--- config.mk ---
export PLATFORM = sky130hd
export DESIGN_NAME = cfrs_ram
export DESIGN_NICKNAME = d
export VERILOG_FILES = /design/src/call_frame_register_stack_top_macros.svh /design/src/cfrs_ram.sv
export SDC_FILE = /design/constraint.sdc
export NUM_CORES = 1
export LEC_CHECK = 0
export ABC_AREA = 1
export BUFFER_PORTS_ARGS = -buffer_cell sky130_fd_sc_hd__buf_2
export CORE_MARGIN = 2
export CORE_UTILIZATION = 55
export CTS_CLUSTER_DIAMETER = 80
export DETAILED_ROUTE_END_ITERATION = 16
export GPL_ROUTABILITY_DRIVEN = 0
export PLACE_DENSITY = 0.81
export SLEW_MARGIN = 20
export SYNTH_ARGS = -nofsm -noshare
export SYNTH_HDL_FRONTEND = slang
export SYNTH_SLANG_ARGS = --single-unit
--- constraint.sdc ---
create_clock -name clk -period 1.1 [get_ports clk]
set_input_delay 0 -clock clk [delete_from_list [all_inputs] [get_ports clk]]
set_output_delay 0 -clock clk [all_outputs]
set_load 0.01 [all_outputs]
--- src/call_frame_register_stack_top_macros.svh ---
// ----------------------------------------------------------------------------
// Assertion macros for the call frame register stack
// Shared clocked assertion forms; each use expands to one labeled assertion.
// ----------------------------------------------------------------------------
`ifndef CALL_FRAME_REGISTER_STACK_TOP_MACROS_SVH
`define CALL_FRAME_REGISTER_STACK_TOP_MACROS_SVH

// Same-cycle implication, masked during reset.
`define CFRS_ASSERT_NOW(label, ante, cons, msg) \
	label: assert property (@(posedge clk) disable iff (!arst_n) (ante) |-> (cons)) \
		else $error(msg);

// Next-cycle implication, masked during reset.
`define CFRS_ASSERT_NEXT(label, ante, cons, msg) \
	label: assert property (@(posedge clk) disable iff (!arst_n) (ante) |=> (cons)) \
		else $error(msg);

`endif

--- src/cfrs_ram.sv ---
// ----------------------------------------------------------------------------
// cfrs_ram
// Simple dual-port synchronous RAM: one write port, one read port with a
// registered read.
// ----------------------------------------------------------------------------
module cfrs_ram #(
	parameter int WIDTH = 8,
	parameter int DEPTH = 16
) (
	input  logic                                         clk,
	input  logic                                         we,
	input  logic [((DEPTH > 1) ? $clog2(DEPTH) : 1)-1:0] waddr,
	input  logic [WIDTH-1:0]                             wdata,
	input  logic                                         re,
	input  logic [((DEPTH > 1) ? $clog2(DEPTH) : 1)-1:0] raddr,
	output logic [WIDTH-1:0]                             rdata
);

	logic [WIDTH-1:0] mem_q [DEPTH];
	logic [WIDTH-1:0] rdata_q;

	always_ff @(posedge clk) begin
		if (we) begin
			mem_q[waddr] <= wdata;
		end
		// hold the last word when no read is issued
		if (re) begin
			rdata_q <= mem_q[raddr];
		end
	end

	assign rdata = rdata_q;

endmodule

==> flow_summary.ini <==
[critical_path]
critPathSlowestCell = edfxtp_1
cp-start-kind = register
endpoint_kind = register
path_cells = inv_1, nand2_1, nand3_1, nand3_1, nand3_2, nand2_2
worst_ep_arrival_time_ps = 1430
cp_max_fo = 1
worstSetupPathType = reg -> reg
crit_top_cell = nand3_1
max_stage_delay_ps = 440
reg2reg_slack_ps = -50
required_ps = 1380

[cells_and_area]
multiInputGateArea_um2 = 1400
layout_commonest_cell = nand2_1
nFillCells = 649
n_antenna_cell = 0
nets = 629
syn_to_final_growth_pct = 21.2
layout-drive-gt1-share_pct = 19.8
fin_util_pct = 68.7
seq_area_um2 = 4080
final_cell_mix = 166 x nand2_1, 136 x edfxtp_1, 96 x inv_1, 63 x nand3_1, 34 x nand3_2

[sta]
timing.final.ws_setup_ps = -47.5
final.min_clock_period_ps = 1150
drv_slew = 0
period_share_pct = 104
fmax_mhz = 871
setup_tns_ps = -128
worstMarginPinSlew_ps = 709
skew_ps = 5.31
hold-worst-slack_ps = 1.35
rsz0062_at_grt = yes
hold_viol = 0
setup_viol = 7
slew_headroom_pct = 52.7

[global_route]
grt_usage_pct = 26.3
grt.overflow.total = 0
grt_pass1_vias = 4343
antenna_found_initial = 0
grt_first_pass_wirelength_um = 21800
grt_max_degree = 61

[floorplan]
die_area_um2 = 11500
num_rows = 37
io_pins = 27
dieHeight_um = 107
core_area_um2 = 10300
die_w_um = 107
initial_utilization_pct = 56.6

[routing]
drt_iter0_drc = 373
first_pass_iters = 5
drt-vias-per-instance = 5.53
wire_per_inst_um = 18.5
routed_wl_um = 14000
route.detailed.drc = 0
vias = 4191
ant_nets = 0

[power]
ir_drop_mv = 1.06
p_leak_nw = 3.07
p_per_area_nw_per_um2 = 1720

[yosys]
synth_top_area_share_pct = 69.8
yosys.area.top_type = edfxtp_1
yosysWarnings = 0
synth.distinct_cells = 11
synth_nets = 570
syn_area_per_cell_um2 = 10.6
syn_inst = 551
synth_seq_area_share_pct = 69.8
synth_area_leaders = edfxtp_1 70%, nand2_1 11%, nand3_1 8.3%, inv_1 6.4%, buf_6 1.2%
ys_seq_elements = 136
syn_area_um2 = 5850

[status]
failed_checks = setup timing
status = finished with violations

[clock_network]
cts_sinks = 136
cts_setup_buffers = 0
cts_tree = yes
cts_root_buffer = clkbuf_8
h-tree-depth = 4
max-clock-path-buffers = 2
clock_latency_ps = 520
clk_pin_slew_ps = 60
cts-buffers-inserted = 17

[place]
dp_hpwl_um = 7710
pre_cts_ws_ps = -146
numPortBuffers = 26

[worst_hold_path]
hp-class = in -> reg

[job]
max_cap_viol_count = 0
routing by layer:
metal	GRT usage, %	share of wire, %	vias up	routed length, um
li1	-	-	1906	-
met1	32.2	37	1978	5160
met2	42.5	50	253	6970
met3	6.44	8.5	54	1190
met4	15.1	4.8	0	672
met5	0	0	-	0
power breakdown:
group	leakage (nW)	total [W]	switching [W]	internal [W]
Sequential	1.24	0.00587	0.0000341	0.00584
Clock	0.271	0.00545	0.00204	0.00341
Combinational	1.56	0.000845	0.000568	0.000277
layout make-up:
type,instances,area share (%)
multi-input cells,289,19.8
flip-flops and latches,136,57.6
clock inverters,10,1.82
repair buffers,64,6.94
well taps,136,2.40
clock buffers,21,6.05
inverters,102,5.40
worst paths after layout:
path	start	end	cells past startpoint
setup / recovery	mem_q[10][5]	rdata[5]	6
hold / removal	raddr[2]	rdata[5]	4
setup reg to reg	mem_q[10][5]	rdata[5]	6
hold reg to reg	mem_q[7][2]	rdata[2]	6
worst max-delay path: cells and delay by family (launching register included):
kind          cells  cell delay, ps
flops             1             440
simple gates      5             370
buf+inv           1             100
cells by family after synthesis:
group	Yosys count	synth area share (%)
buf+inv	126	9.39
flops	136	69.8
simple gates	289	20.8
cells in the mapped netlist:
master,count
buf_2,13
edfxtp_1,136
nor2_1,17
buf_6,6
buf_4,4
nand2_1,173
inv_2,2
nand3b_1,2
inv_1,100
nand3_1,97
buf_1,1
repair_timing:
action,CTS,global route
resized for setup,21,25
pin swaps,10,20
hold endpoints to repair,143,1
hold buffers,12,1
setup endpoints to repair,9,10
flip-flops by register name (all words and copies together), names as in the netlist:
register and cells:
rdata 8, mem_q 128
metrics by stage:
stage | area (um^2) | power, W | std cells
floorplan | 5850 | 0.00639 | 551
global placement | 6210 | 0.00666 | 714
detailed placement | 6210 | 0.00669 | 714
CTS | 6980 | 0.0121 | 757
global route | 7090 | 0.0125 | 758
finish | 7090 | 0.0122 | 758
Note: power is estimated with default switching activity, not from simulation.
